### src/string_to_int_custom_radix_macros.svh
// assertion macros shared by the string to integer parser
`ifndef STRING_TO_INT_CUSTOM_RADIX_MACROS_SVH
`define STRING_TO_INT_CUSTOM_RADIX_MACROS_SVH

// checked on every rising clock edge, ignored while reset is held
`define STOI_ASSERT(label, prop, msg) \
    label: assert property (@(posedge i_clk) disable iff (!i_rst_n) prop) else $error(msg);

// checked on every rising clock edge, reset included
`define STOI_ASSERT_ALWAYS(label, prop, msg) \
    label: assert property (@(posedge i_clk) prop) else $error(msg);

`endif

### src/stoi_pkg.sv
// types, constants and codes of the string to integer parser
package stoi_pkg;

    localparam int MAX_DIGITS  = 16;
    localparam int ALPHA_SLOTS = 16;
    localparam int DIGIT_W     = 4;
    localparam int ACC_W       = 32;
    localparam int RADIX_W     = 6;
    localparam int CFG_DATA_W  = 64;
    localparam int CFG_IDX_W   = 2;
    localparam int LEN_W       = 5;

    typedef logic [7:0] t_char;

    // character codes
    localparam t_char CH_SPACE = 8'h20;
    localparam t_char CH_BLANK_LO = 8'd9;
    localparam t_char CH_BLANK_HI = 8'd13;
    localparam t_char CH_MINUS = 8'h2d;
    localparam t_char CH_PLUS  = 8'h2b;

    // parse phase codes
    localparam logic [1:0] PH_BLANK = 2'd0;
    localparam logic [1:0] PH_SIGN  = 2'd1;
    localparam logic [1:0] PH_DIGIT = 2'd2;
    localparam logic [1:0] PH_DONE  = 2'd3;

    // register indexes
    localparam logic [CFG_IDX_W-1:0] REG_ALPHA_LO  = 2'd0;
    localparam logic [CFG_IDX_W-1:0] REG_ALPHA_HI  = 2'd1;
    localparam logic [CFG_IDX_W-1:0] REG_ALPHA_LEN = 2'd2;
    localparam logic [CFG_IDX_W-1:0] REG_RADIX     = 2'd3;

    localparam logic [RADIX_W-1:0] RADIX_INVALID = 6'h3f;

    typedef struct packed {
        logic [ALPHA_SLOTS-1:0][7:0] chars;
        logic [ALPHA_SLOTS-1:0]      pos_en;
        logic                        base_ok;
        logic [RADIX_W-1:0]          radix;
    } t_base;

endpackage

### src/stoi_in_if.sv
// character request channel
interface stoi_in_if import stoi_pkg::*; ();
    logic  valid;
    logic  ready;
    t_char char_code;
    logic  is_last;

    modport source (output valid, char_code, is_last, input ready);
    modport sink (input valid, char_code, is_last, output ready);
endinterface

### src/stoi_out_if.sv
// parsed value result channel
interface stoi_out_if import stoi_pkg::*; ();
    logic                    valid;
    logic                    ready;
    logic signed [ACC_W-1:0] value;
    logic                    base_ok;

    modport source (output valid, value, base_ok, input ready);
    modport sink (input valid, value, base_ok, output ready);
endinterface

### src/stoi_cfg.sv
// configuration registers and registered alphabet checks
module stoi_cfg import stoi_pkg::*; (
    input  logic                  i_clk,
    input  logic                  i_rst_n,
    input  logic                  i_cfg_we,
    input  logic [CFG_IDX_W-1:0]  i_cfg_index,
    input  logic [CFG_DATA_W-1:0] i_cfg_data,
    output t_base                 o_base
);

    localparam logic [LEN_W-1:0] MaxDigits = LEN_W'(MAX_DIGITS);

    logic [CFG_DATA_W-1:0]       r_alpha_lo;
    logic [CFG_DATA_W-1:0]       r_alpha_hi;
    logic [LEN_W-1:0]            r_alpha_len;
    logic [RADIX_W-1:0]          r_radix;
    logic [ALPHA_SLOTS-1:0]      r_pos_en;
    logic                        r_base_ok;

    logic [ALPHA_SLOTS-1:0][7:0] w_chars;
    logic [LEN_W-1:0]            w_len;
    logic [ALPHA_SLOTS-1:0]      n_pos_en;
    logic                        n_base_ok;
    logic                        w_bad_char;

    always_ff @(posedge i_clk) begin
        if (!i_rst_n) begin
            r_alpha_lo  <= '0;
            r_alpha_hi  <= '0;
            r_alpha_len <= '0;
            r_radix     <= '0;
            r_pos_en    <= '0;
            r_base_ok   <= 1'b0;
        end else begin
            if (i_cfg_we) begin
                case (i_cfg_index)
                    REG_ALPHA_LO:  r_alpha_lo  <= i_cfg_data;
                    REG_ALPHA_HI:  r_alpha_hi  <= i_cfg_data;
                    REG_ALPHA_LEN: r_alpha_len <= i_cfg_data[LEN_W-1:0];
                    REG_RADIX:     r_radix     <= i_cfg_data[RADIX_W-1:0];
                    default: ;
                endcase
            end
            r_pos_en  <= n_pos_en;
            r_base_ok <= n_base_ok;
        end
    end

    assign w_chars = {r_alpha_hi, r_alpha_lo};
    assign w_len   = (r_alpha_len > MaxDigits) ? MaxDigits : r_alpha_len;

    // a slot is in use below the length and before the first zero byte
    always_comb begin
        logic run;
        run = 1'b1;
        for (int i = 0; i < ALPHA_SLOTS; i++) begin
            run         = run && (w_chars[i] != '0);
            n_pos_en[i] = run && (LEN_W'(i) < w_len);
        end
    end

    always_comb begin
        w_bad_char = 1'b0;
        for (int i = 0; i < ALPHA_SLOTS; i++) begin
            if (n_pos_en[i] && (w_chars[i] == CH_PLUS || w_chars[i] == CH_MINUS))
                w_bad_char = 1'b1;
            for (int j = i + 1; j < ALPHA_SLOTS; j++) begin
                if (n_pos_en[j] && w_chars[j] == w_chars[i])
                    w_bad_char = 1'b1;
            end
        end
    end

    // at least two characters means slot 1 is in use
    assign n_base_ok = (r_radix != RADIX_INVALID) && n_pos_en[1] && !w_bad_char;

    assign o_base.chars   = w_chars;
    assign o_base.pos_en  = r_pos_en;
    assign o_base.base_ok = r_base_ok;
    assign o_base.radix   = r_radix;

endmodule

### src/string_to_int_custom_radix.sv
// a request is held in the input stage register, and a last character's result is then
// loaded into the output register; throughput: one character per cycle, set by the
// accumulator multiply-add loop, unless a last character waits on the output register
// reset clears the configuration registers to zero, the parse state to blank skipping
// with a zero accumulator and positive sign, and both channel stages to empty
module string_to_int_custom_radix import stoi_pkg::*; (
    input  logic                  i_clk,
    input  logic                  i_rst_n,
    input  logic                  i_cfg_we,
    input  logic [CFG_IDX_W-1:0]  i_cfg_index,
    input  logic [CFG_DATA_W-1:0] i_cfg_data,
    stoi_in_if.sink               i_in,
    stoi_out_if.source            o_res
);

    `include "string_to_int_custom_radix_macros.svh"

    t_base                   w_base;

    logic                    r_in_valid;
    t_char                   r_char;
    logic                    r_last;

    logic [1:0]              r_phase;
    logic [ACC_W-1:0]        r_acc;
    logic                    r_neg;

    logic                    r_out_valid;
    logic [ACC_W-1:0]        r_out_value;
    logic                    r_out_ok;

    logic [1:0]              n_phase;
    logic [ACC_W-1:0]        n_acc;
    logic                    n_neg;
    logic [ACC_W-1:0]        n_value;

    logic                    w_adv;
    logic                    w_blank;
    logic                    w_hit;
    logic [DIGIT_W-1:0]      w_digit;
    logic [ACC_W-1:0]        w_radix;
    logic [ACC_W-1:0]        w_mac;

    stoi_cfg u_cfg (
        .i_clk       (i_clk),
        .i_rst_n     (i_rst_n),
        .i_cfg_we    (i_cfg_we),
        .i_cfg_index (i_cfg_index),
        .i_cfg_data  (i_cfg_data),
        .o_base      (w_base)
    );

    // a last character may only move on if the output register frees up
    assign w_adv      = r_in_valid && (!r_last || !r_out_valid || o_res.ready);
    assign i_in.ready = !r_in_valid || w_adv;

    always_ff @(posedge i_clk) begin
        if (!i_rst_n) begin
            r_in_valid <= 1'b0;
        end else if (i_in.valid && i_in.ready) begin
            r_in_valid <= 1'b1;
        end else if (w_adv) begin
            r_in_valid <= 1'b0;
        end
    end

    always_ff @(posedge i_clk) begin
        if (i_in.valid && i_in.ready) begin
            r_char <= i_in.char_code;
            r_last <= i_in.is_last;
        end
    end

    assign w_blank = (r_char == CH_SPACE) || (r_char >= CH_BLANK_LO && r_char <= CH_BLANK_HI);

    // lowest matching slot wins
    always_comb begin
        w_hit   = 1'b0;
        w_digit = '0;
        for (int i = ALPHA_SLOTS - 1; i >= 0; i--) begin
            if (w_base.pos_en[i] && w_base.chars[i] == r_char) begin
                w_hit   = 1'b1;
                w_digit = DIGIT_W'(i);
            end
        end
    end

    assign w_radix = {{(ACC_W-RADIX_W){w_base.radix[RADIX_W-1]}}, w_base.radix};
    assign w_mac   = r_acc * w_radix + {{(ACC_W-DIGIT_W){1'b0}}, w_digit};

    always_comb begin
        logic [1:0] ph;
        ph    = r_phase;
        n_neg = r_neg;
        n_acc = r_acc;
        if (ph == PH_BLANK && !w_blank)
            ph = PH_SIGN;
        if (ph == PH_SIGN) begin
            if (r_char == CH_MINUS)
                n_neg = !r_neg;
            else if (r_char != CH_PLUS)
                ph = PH_DIGIT;
        end
        if (ph == PH_DIGIT) begin
            if (w_hit)
                n_acc = w_mac;
            else
                ph = PH_DONE;
        end
        n_phase = ph;
    end

    assign n_value = !w_base.base_ok ? '0 : (n_neg ? (ACC_W'(0) - n_acc) : n_acc);

    always_ff @(posedge i_clk) begin
        if (!i_rst_n) begin
            r_phase <= PH_BLANK;
            r_acc   <= '0;
            r_neg   <= 1'b0;
        end else if (w_adv) begin
            if (r_last) begin
                r_phase <= PH_BLANK;
                r_acc   <= '0;
                r_neg   <= 1'b0;
            end else begin
                r_phase <= n_phase;
                r_acc   <= n_acc;
                r_neg   <= n_neg;
            end
        end
    end

    always_ff @(posedge i_clk) begin
        if (!i_rst_n) begin
            r_out_valid <= 1'b0;
        end else if (w_adv && r_last) begin
            r_out_valid <= 1'b1;
        end else if (o_res.ready) begin
            r_out_valid <= 1'b0;
        end
    end

    always_ff @(posedge i_clk) begin
        if (w_adv && r_last) begin
            r_out_value <= n_value;
            r_out_ok    <= w_base.base_ok;
        end
    end

    assign o_res.valid   = r_out_valid;
    assign o_res.value   = r_out_value;
    assign o_res.base_ok = r_out_ok;

    `STOI_ASSERT(a_bad_base_zero, (r_out_valid && !r_out_ok) |-> (r_out_value == '0), "invalid base must give zero")
    `STOI_ASSERT(a_last_gives_result, (w_adv && r_last) |=> r_out_valid, "last character produced no result")
    `STOI_ASSERT(a_last_clears, (w_adv && r_last) |=> (r_phase == PH_BLANK && r_acc == '0 && !r_neg), "parse state not cleared after last character")
    `STOI_ASSERT(a_done_sticks, (r_phase == PH_DONE && w_adv && !r_last) |=> (r_phase == PH_DONE), "parsing restarted before end of string")
    `STOI_ASSERT_ALWAYS(a_empty_ready, !r_in_valid |-> i_in.ready, "empty input stage refused a request")

endmodule
### src/flat_wrapper.sv
// flat-port wrapper written by rule: the top's interface ports become plain ports
module string_to_int_custom_radix_flat import stoi_pkg::*;
  (i_clk, i_rst_n, i_cfg_we, i_cfg_index, i_cfg_data, i_in_valid, i_in_char_code, i_in_is_last, i_in_ready, o_res_valid, o_res_value, o_res_base_ok, o_res_ready);
  stoi_in_if i_in_i ();
  stoi_out_if o_res_i ();
  input  logic i_clk;
  input  logic i_rst_n;
  input  logic i_cfg_we;
  input  logic [CFG_IDX_W-1:0] i_cfg_index;
  input  logic [CFG_DATA_W-1:0] i_cfg_data;
  input wire logic [$bits(i_in_i.valid)-1:0] i_in_valid;
  input wire logic [$bits(i_in_i.char_code)-1:0] i_in_char_code;
  input wire logic [$bits(i_in_i.is_last)-1:0] i_in_is_last;
  output wire logic [$bits(i_in_i.ready)-1:0] i_in_ready;
  output wire logic [$bits(o_res_i.valid)-1:0] o_res_valid;
  output wire logic [$bits(o_res_i.value)-1:0] o_res_value;
  output wire logic [$bits(o_res_i.base_ok)-1:0] o_res_base_ok;
  input wire logic [$bits(o_res_i.ready)-1:0] o_res_ready;
  assign i_in_i.valid = i_in_valid;
  assign i_in_i.char_code = i_in_char_code;
  assign i_in_i.is_last = i_in_is_last;
  assign i_in_ready = i_in_i.ready;
  assign o_res_valid = o_res_i.valid;
  assign o_res_value = o_res_i.value;
  assign o_res_base_ok = o_res_i.base_ok;
  assign o_res_i.ready = o_res_ready;
  string_to_int_custom_radix u_core (.i_clk(i_clk), .i_rst_n(i_rst_n), .i_cfg_we(i_cfg_we), .i_cfg_index(i_cfg_index), .i_cfg_data(i_cfg_data), .i_in(i_in_i), .o_res(o_res_i));
endmodule
### config.mk
export PLATFORM = sky130hd
export DESIGN_NAME = string_to_int_custom_radix_flat
export DESIGN_NICKNAME = d
export VERILOG_FILES = /design/src/stoi_pkg.sv /design/src/stoi_in_if.sv /design/src/stoi_out_if.sv /design/src/stoi_cfg.sv /design/src/string_to_int_custom_radix.sv /design/src/flat_wrapper.sv
export VERILOG_INCLUDE_DIRS = /design/src /design/src/src
export SDC_FILE = /design/constraint.sdc
export NUM_CORES = 2
export LEC_CHECK = 0
export BUFFER_PORTS_ARGS = -buffer_cell sky130_fd_sc_hd__buf_4
export CORE_MARGIN = 2
export CORE_UTILIZATION = 55
export CTS_BUF_LIST = sky130_fd_sc_hd__clkbuf_2
export DETAILED_ROUTE_END_ITERATION = 12
export PLACE_DENSITY = 0.84
export SLEW_MARGIN = 20
export SYNTH_ARGS = -nofsm -noshare
export SYNTH_HDL_FRONTEND = slang
export SYNTH_SLANG_ARGS = --single-unit
### constraint.sdc
create_clock -name i_clk -period 5.88 [get_ports i_clk]
set_input_delay 0.294 -clock i_clk [delete_from_list [all_inputs] [get_ports i_clk]]
set_output_delay 0.294 -clock i_clk [all_outputs]
set_load 0.03 [all_outputs]
## Word-level counts from Yosys, hierarchy flattened

Cells that the tools add are included.

- $mul: 1
- Div/mod/pow operators: 0
- Equal/unequal tests: 177
- Add/sub/neg operators: 2
- Reductions and logical operators: 240
- Order comparisons: 19
- Multiplexer cells: 187
- Bitwise logic cells: 0
- Shift-type cells: 0

Operator list:

| operator | number |
|---|---|
| 8-bit == test | 136 |
| 8-bit by 6-bit == test with 1-bit output, second input constant | 34 |
| 1-bit logical AND | 190 |
| 1-bit two-way mux | 159 |
| 32-bit two-way mux | 4 |
| 8-bit nonzero test | 16 |
| 4-bit two-way mux | 16 |
| 4-bit by 5-bit less-than comparator with 1-bit output, first input constant | 8 |
| 32-bit by 4-bit adder with 32-bit output | 1 |
| 32-bit by 6-bit multiplier with 32-bit output | 1 |
| 1-bit by 32-bit subtractor with 32-bit output, first input constant | 1 |
| 1-bit logical OR | 20 |
| 3-bit by 5-bit less-than comparator with 1-bit output, first input constant | 4 |
| 2-bit two-way mux | 7 |
| 1-bit by 5-bit less-than comparator with 1-bit output, first input constant | 2 |
| 2-bit by 5-bit less-than comparator with 1-bit output, first input constant | 2 |
| 8-bit by 4-bit greater-or-equal comparator with 1-bit output, second input constant | 1 |
| 8-bit by 4-bit less-or-equal comparator with 1-bit output, second input constant | 1 |
| 8-bit by 6-bit != test with 1-bit output, second input constant | 1 |
| 2-bit AND reduction | 4 |
| 2-bit == test, second input constant | 3 |
| 1-bit zero test | 6 |
| 6-bit != test, second input constant | 1 |
| 5-bit greater-than comparator, second input constant | 1 |
| other kinds (4) | 7 |

- Logic and storage cells: 641
- Output and inout port bits: 35
- Memory bits (read-only): 0
- Register bits after elaboration: 235
- Memory bits (writable): 0
- Bits of input ports: 80
- Bits in latches: 0
- Memories kept: 0

## Longest topological paths before layout

- Word-level depth: 143
- Mapped depth: 28
- Depth with buffers taken out: 26

## By module

Synthesis repeated with hierarchy kept, for this count alone.

- Cell total of the unflattened synthesis: 3847
- Area total of the unflattened synthesis: 30410.4 um^2

Modules (own cells, without submodules):

| module | cells an instance | seq. area each (um^2) | times used | area each (um^2) |
|---|---|---|---|---|
| stoi_cfg | 2383 | 3123.0 | 1 | 18178.7 |
| string_to_int_custom_radix | 1464 | 2001.9 | 1 | 12231.7 |

## Worst setup path before layout

OpenSTA, ideal clock, no wires.

- Path kind: reg2reg
- From: register u_core.u_cfg.r_radix[3]
- To: register u_core.r_out_value[31], in the netlist u_core.o_res.value[31] (data pin)
- Path buffers: 3
- Slack: -174 ps
- Clock period less this slack: 6054 ps
- Arrival: 5799 ps
- Stages on the path, launching flop included: 22
- Required time: 5625 ps
- Library setup time: 255 ps
- Cell sequence: dfxtp_1 clkbuf_1 clkbuf_1 nand2_1 fa_1 fa_1 fa_1 inv_1 fa_1 ha_1 buf_4 a21o_1 a31oi_4 a21boi_1 nor2_1 o32a_1 a2111oi_2 nand4_1 a222oi_1 o2111ai_1 a21oi_1 and3b_1

- Longest elaborated chain between the ends: 6

RTL lines:

| item | line | RTL |
|---|---|---|
| start: declaration | stoi_cfg.sv:16 | `logic [RADIX_W-1:0] r_radix;` |
| start signal: assignment | stoi_cfg.sv:40 | `REG_RADIX: r_radix <= i_cfg_data[RADIX_W-1:0];` |
| 32-bit by 6-bit multiplier with 32-bit output (*) | string_to_int_custom_radix.sv:89 | `assign w_mac = r_acc * w_radix + {{(ACC_W-DIGIT_W){1'b0}}, w_digit};` |
| 32-bit by 4-bit adder with 32-bit output (*) | string_to_int_custom_radix.sv:89 |  |
| 32-bit two-way mux (*) | string_to_int_custom_radix.sv:105 | `if (w_hit)` |
| 32-bit two-way mux (*) | string_to_int_custom_radix.sv:104 | `if (ph == PH_DIGIT) begin` |
| 1-bit by 32-bit subtractor with 32-bit output | string_to_int_custom_radix.sv:113 | `assign n_value = !w_base.base_ok ? '0 : (n_neg ? (ACC_W'(0) - n_acc) : n_acc);` |
| 32-bit two-way mux (*) | string_to_int_custom_radix.sv:113 |  |
| end signal: assignment | string_to_int_custom_radix.sv:145 | `r_out_value <= n_value;` |
| end: declaration | string_to_int_custom_radix.sv:29 | `logic [ACC_W-1:0] r_out_value;` |

Every way passes the cells marked *; elsewhere a longest branch is shown, timed or not.
A chain may end at the register's enable or synchronous reset.

## Final worst setup path

- From: register u_core.u_cfg.r_radix[0]
- To: register u_core.r_out_value[31], in the netlist u_core.o_res.value[31] (data pin)

Same word-level chain as after synthesis.

==> results.md <==
* Number of buffers on the longest clock path at 3
* Largest net degree at the start of global routing at 82
* Post-synthesis area per instance at 7.77 µm²
* Proportion of synthesized flip-flops having asynchronous set or reset at 0
* I/O pin count at 115
* Wire length of the first global-routing pass at 190 mm
* Final hold vios at 0
* Start point of the worst hold path: i_cfg_data[63]
* Worst Setup Start Kind: flop
* Area of the core at 53,800 µm²
* Number of max-capacitance violations reported at 0
* Headroom to the max-slew limit at 0.208
* Total number of vias at 32,600
* Maximum frequency from static timing analysis at 170 MHz
* Top_reg_cell synth: sky130_fd_sc_hd__dfxtp_1
* Cell occurring most often along the worst timing path: sky130_fd_sc_hd__fa_1
* Peak supply drop at 0.127 mV
* Pin slew with the least headroom to its limit at 1.19 ns
* Max-slew violations at 0
* Synthesized instance count at 3,847
* Count of different cell masters after synthesis at 86
* Worst R2R Setup Slack at -0.02 ns
* Share of post-route cells with drive strength above 1 at 0.156
* Sequential element share of the synthesized area at 0.171
* WP data arrival at 6.78 ns
* Worst-skew pair later-pin latency at 1.13 ns
* Post-synthesis to final-layout area growth at 18.6%
* Number of vias per cell at 6.66
* HPWL after detailed placement at 78.9 mm
* Maximum cell stage delay along the critical path at 0.55 ns
* Hold-critical path endpoint: u_core.u_cfg.r_alpha_hi[63]
* Fill count at 4,157
* Number of flops mapped to enable cells by yosys at 42
* Number of buffers created by CTS at 70
* Die Outline Area at 56,200 µm²
* Place WS at -0.149 ns
* Worst Setup Slack, final at -0.0170 ns
* Result of the run: finished, violations left
* Commonest cells after routing, fill and taps aside: 577 x sky130_fd_sc_hd__xnor2_1, 566 x sky130_fd_sc_hd__xor2_1, 491 x sky130_fd_sc_hd__nand2_1, 433 x sky130_fd_sc_hd__buf_4, 237 x sky130_fd_sc_hd__a21oi_1
* Worst r2r path cells at 21
* Clock root cell: sky130_fd_sc_hd__clkbuf_2
* Startpoint of the most critical register-to-register path: u_core.u_cfg.r_radix[0]
* H-tree depth at 3
* Destination of the worst register-to-register timing path: u_core.o_res.value[31]
* Worst min-delay path class: in -> reg
* Share of cell area taken by muxes after synthesis at 0.0118
* WHS Path Cells at 4
* Die boundary height at 237 µm
* Leak pwr at 0.0163 µW
* Time the worst path needs with I/O delays and setup at 5.90 ns
* Total routing usage reported by global routing at 0.446
* Sum of routed wire length over all layers at 129 mm
* Port-buffer cells at 114
* Number of antenna violations at the first check in global routing at 9
* Adder-cell share of the synthesized area at 0.102
* Initial core utilization at 0.556
* Per-cell routed wire length at 26.3 µm
* Cell accounting for the most synthesized area: sky130_fd_sc_hd__xnor2_1
* Leading cell types by total area after synthesis: sky130_fd_sc_hd__xnor2_1 17%, sky130_fd_sc_hd__xor2_1 17%, sky130_fd_sc_hd__dfxtp_1 13%
* Nets in the synthesized netlist at 4,104
* Fraction of synthesized cell area taken by the top area cell type at 0.170
* Detailed Route Iter0 Violations at 5,620
* Die extent in x at 237 µm
* WP data required at 6.76 ns
* Xor-xnor portion of the synthesized cell area at 0.336
* Critical Path End Type: flop
* Final Skew at 0.0968 ns
* Chain of cells forming the critical path: and2_4 > fa_1 > inv_1 > fa_1 > fa_1 > inv_2 > fa_1 > ha_4 > a21o_1 > a21oi_1 > nand3b_1 > and2_4 > o32a_1 > a2111oi_2 > buf_4 > nand4_1 > a222oi_1 > buf_4 > o2111ai_2 > a21oi_1 > and3b_1
* Post-synthesis instance area at 29,900 µm²
* Critical path class: reg -> reg
* Setup repair after global routing missed its margin: yes
* DRC violation count after routing at 9
* Commonest non-fill, non-tap cell in the layout: sky130_fd_sc_hd__xnor2_1
* Combinational family with the most area after synthesis: XOR/XNOR gates
* Violations in the final reports: design-rule violations, negative setup slack
* Power per standard cell area at 138 nW/µm²
* Number of endpoints failing setup at the final stage at 3
* Overflow left after global routing at 0
* Detailed Routing Iterations Pass 1 at 13
* Final Net Count at 4,402
* Std cell rows at 85
* Synthesized-area fraction occupied by and/or/nand/nor cells at 0.206
* Share of the synthesized area in compound gates (AO/OA/AOI/OAI) at 0.0982
* Post-placement cell area at 32,500 µm²
* Clock transition time at the flip-flop clock pins of the worst setup and hold paths at 0.11 ns
* Post-route cell area at 35,500 µm²
* Largest fanout on the critical path at 7
* Number of global-route vias before repair at 31,600
* Final weighted congestion in routability-driven placement at 1.05
* Post-route fraction of the period consumed by the critical path at 1.00
* Number of synthesis warnings at 0
* DRT antenna net count at 0
* Slowest stage cell, crit path: sky130_fd_sc_hd__fa_1
* Seq cells post-synth at 235
* CTS tree: built
* CTS sink count at 235
[logic make-up (layout without fill, tap and decap cells)]
group / count (synthesis) / count (layout)
buffers and inverters: 518 / 865
XOR/XNOR: 1148 / 1148
other: 0 / 6
multiplexers: 35 / 35
adder cells (fa/ha/maj): 177 / 177
AO/OA/AOI/OAI: 480 / 480
AND/OR/NAND/NOR: 1254 / 1254
flip-flops: 235 / 235
[state kept, by name, indices dropped and copies added (netlist names)]
| signal | cells |
|---|---|
| u_core.u_cfg.r_alpha_hi | 64 |
| u_core.u_cfg.r_alpha_lo | 64 |
| u_core.o_res.value | 32 |
| u_core.r_acc | 32 |
| u_core.u_cfg.r_pos_en | 16 |
| u_core.r_char | 8 |
| u_core.u_cfg.r_radix | 6 |
| u_core.u_cfg.r_alpha_len | 5 |
| u_core.r_phase | 2 |
| u_core.o_res.base_ok | 1 |
| u_core.o_res.valid | 1 |
| u_core.r_in_valid | 1 |
| u_core.r_last | 1 |
| u_core.r_neg | 1 |
| u_core.u_cfg.r_base_ok | 1 |
[per-stage QoR]
stage	std cells	total power [µW]	hold slack (ns)	TNS, ns	utilization
after global routing	4896	5030	0.102	-0.950	0.659
final	4896	4890	0.138	-0.0467	0.659
after floorplan	3847	2750	0.393	0	-
after detailed placement	4578	3220	0.481	-0.524	0.603
after global placement	4578	3190	0.476	-0.501	0.603
after CTS	4873	4740	0.0145	-0.00336	0.649
[worst max-delay path: cells and delay by family (launching register included)]
family	cells	cell delay, ns
AND/OR/NAND/NOR	5	0.89
flip-flops	1	0.35
adder cells (fa/ha/maj)	5	2.32
buffers and inverters	4	0.50
AO/OA/AOI/OAI	7	1.61
[routing by layer]
layer / vias up / share of wire / routed length, µm / GRT usage
met1: 15000 / 0.34 / 43300 / 0.533
met4: 8 / 0.095 / 12200 / 0.308
li1: 13400 / - / - / -
met2: 3159 / 0.39 / 50900 / 0.638
met3: 1086 / 0.17 / 22300 / 0.203
met5: - / 0.00066 / 85 / 0.00346
[Yosys cell counts, types with 12 or more instances]
master and n:
sky130_fd_sc_hd__clkbuf_1 106, sky130_fd_sc_hd__o21ai_0 67, sky130_fd_sc_hd__xnor2_1 579, sky130_fd_sc_hd__nand3_1 46
sky130_fd_sc_hd__a22oi_1 12, sky130_fd_sc_hd__a21oi_1 241, sky130_fd_sc_hd__and3_1 21, sky130_fd_sc_hd__mux2i_1 32
sky130_fd_sc_hd__nor2_1 157, sky130_fd_sc_hd__nor4_1 146, sky130_fd_sc_hd__edfxtp_1 42, sky130_fd_sc_hd__a31oi_1 21
sky130_fd_sc_hd__fa_1 111, sky130_fd_sc_hd__nand2b_1 32, sky130_fd_sc_hd__nand2_1 492, sky130_fd_sc_hd__ha_1 66
sky130_fd_sc_hd__dfxtp_1 193, sky130_fd_sc_hd__buf_1 140, sky130_fd_sc_hd__buf_2 135, sky130_fd_sc_hd__or3_1 29
sky130_fd_sc_hd__buf_4 13, sky130_fd_sc_hd__nor3_1 72, sky130_fd_sc_hd__a21o_1 17, sky130_fd_sc_hd__nand4_1 145
sky130_fd_sc_hd__or4_1 13, sky130_fd_sc_hd__and2_1 58, sky130_fd_sc_hd__xor2_1 569, sky130_fd_sc_hd__inv_1 115
[layout make-up]
type / count / area, µm² / area share
multi-input combinational: 3094 / 23000 / 0.648
timing repair buffer: 628 / 5370 / 0.151
sequential: 235 / 5130 / 0.145
tap: 696 / 871 / 0.0246
clock buffer: 102 / 510 / 0.0144
inverter: 116 / 440 / 0.0124
clock inverter: 19 / 161 / 0.00455
antenna: 6 / 15.0 / 0.000423
[power breakdown]
group / internal, µW / leakage (µW) / total (µW) / switching [µW]
clock network: 595 / 0.000511 / 1480 / 880
registers: 1680 / 0.00196 / 1730 / 54.8
logic: 690 / 0.0138 / 1690 / 997
[worst max-delay path by stage]
stage,start,slack (ns),endpoint,cells past startpoint
after floorplan,u_core.u_cfg.r_radix[0],0.005,u_core.o_res.value[31],22
after global placement,u_core.r_char[2],-0.20,u_core.o_res.value[31],30
after global routing,u_core.r_char[4],-0.17,u_core.o_res.value[31],27
final,u_core.u_cfg.r_radix[0],-0.02,u_core.o_res.value[31],21
after detailed placement,u_core.r_char[4],-0.15,u_core.o_res.value[31],29
after CTS,u_core.r_char[6],-0.003,u_core.o_res.value[31],29
[timing repair]
| action | in CTS | in global routing |
|---|---|---|
| endpoints found under the setup margin | 6 | 26 |
| buffers inserted | 2 | 17 |
| hold buffers | 172 | 0 |
| endpoints found under the hold margin | 197 | 0 |
| pin swaps | 5 | 45 |
| resized for setup | 15 | 76 |
| cloned | 0 | 1 |
(Power assumes the default switching activity.)
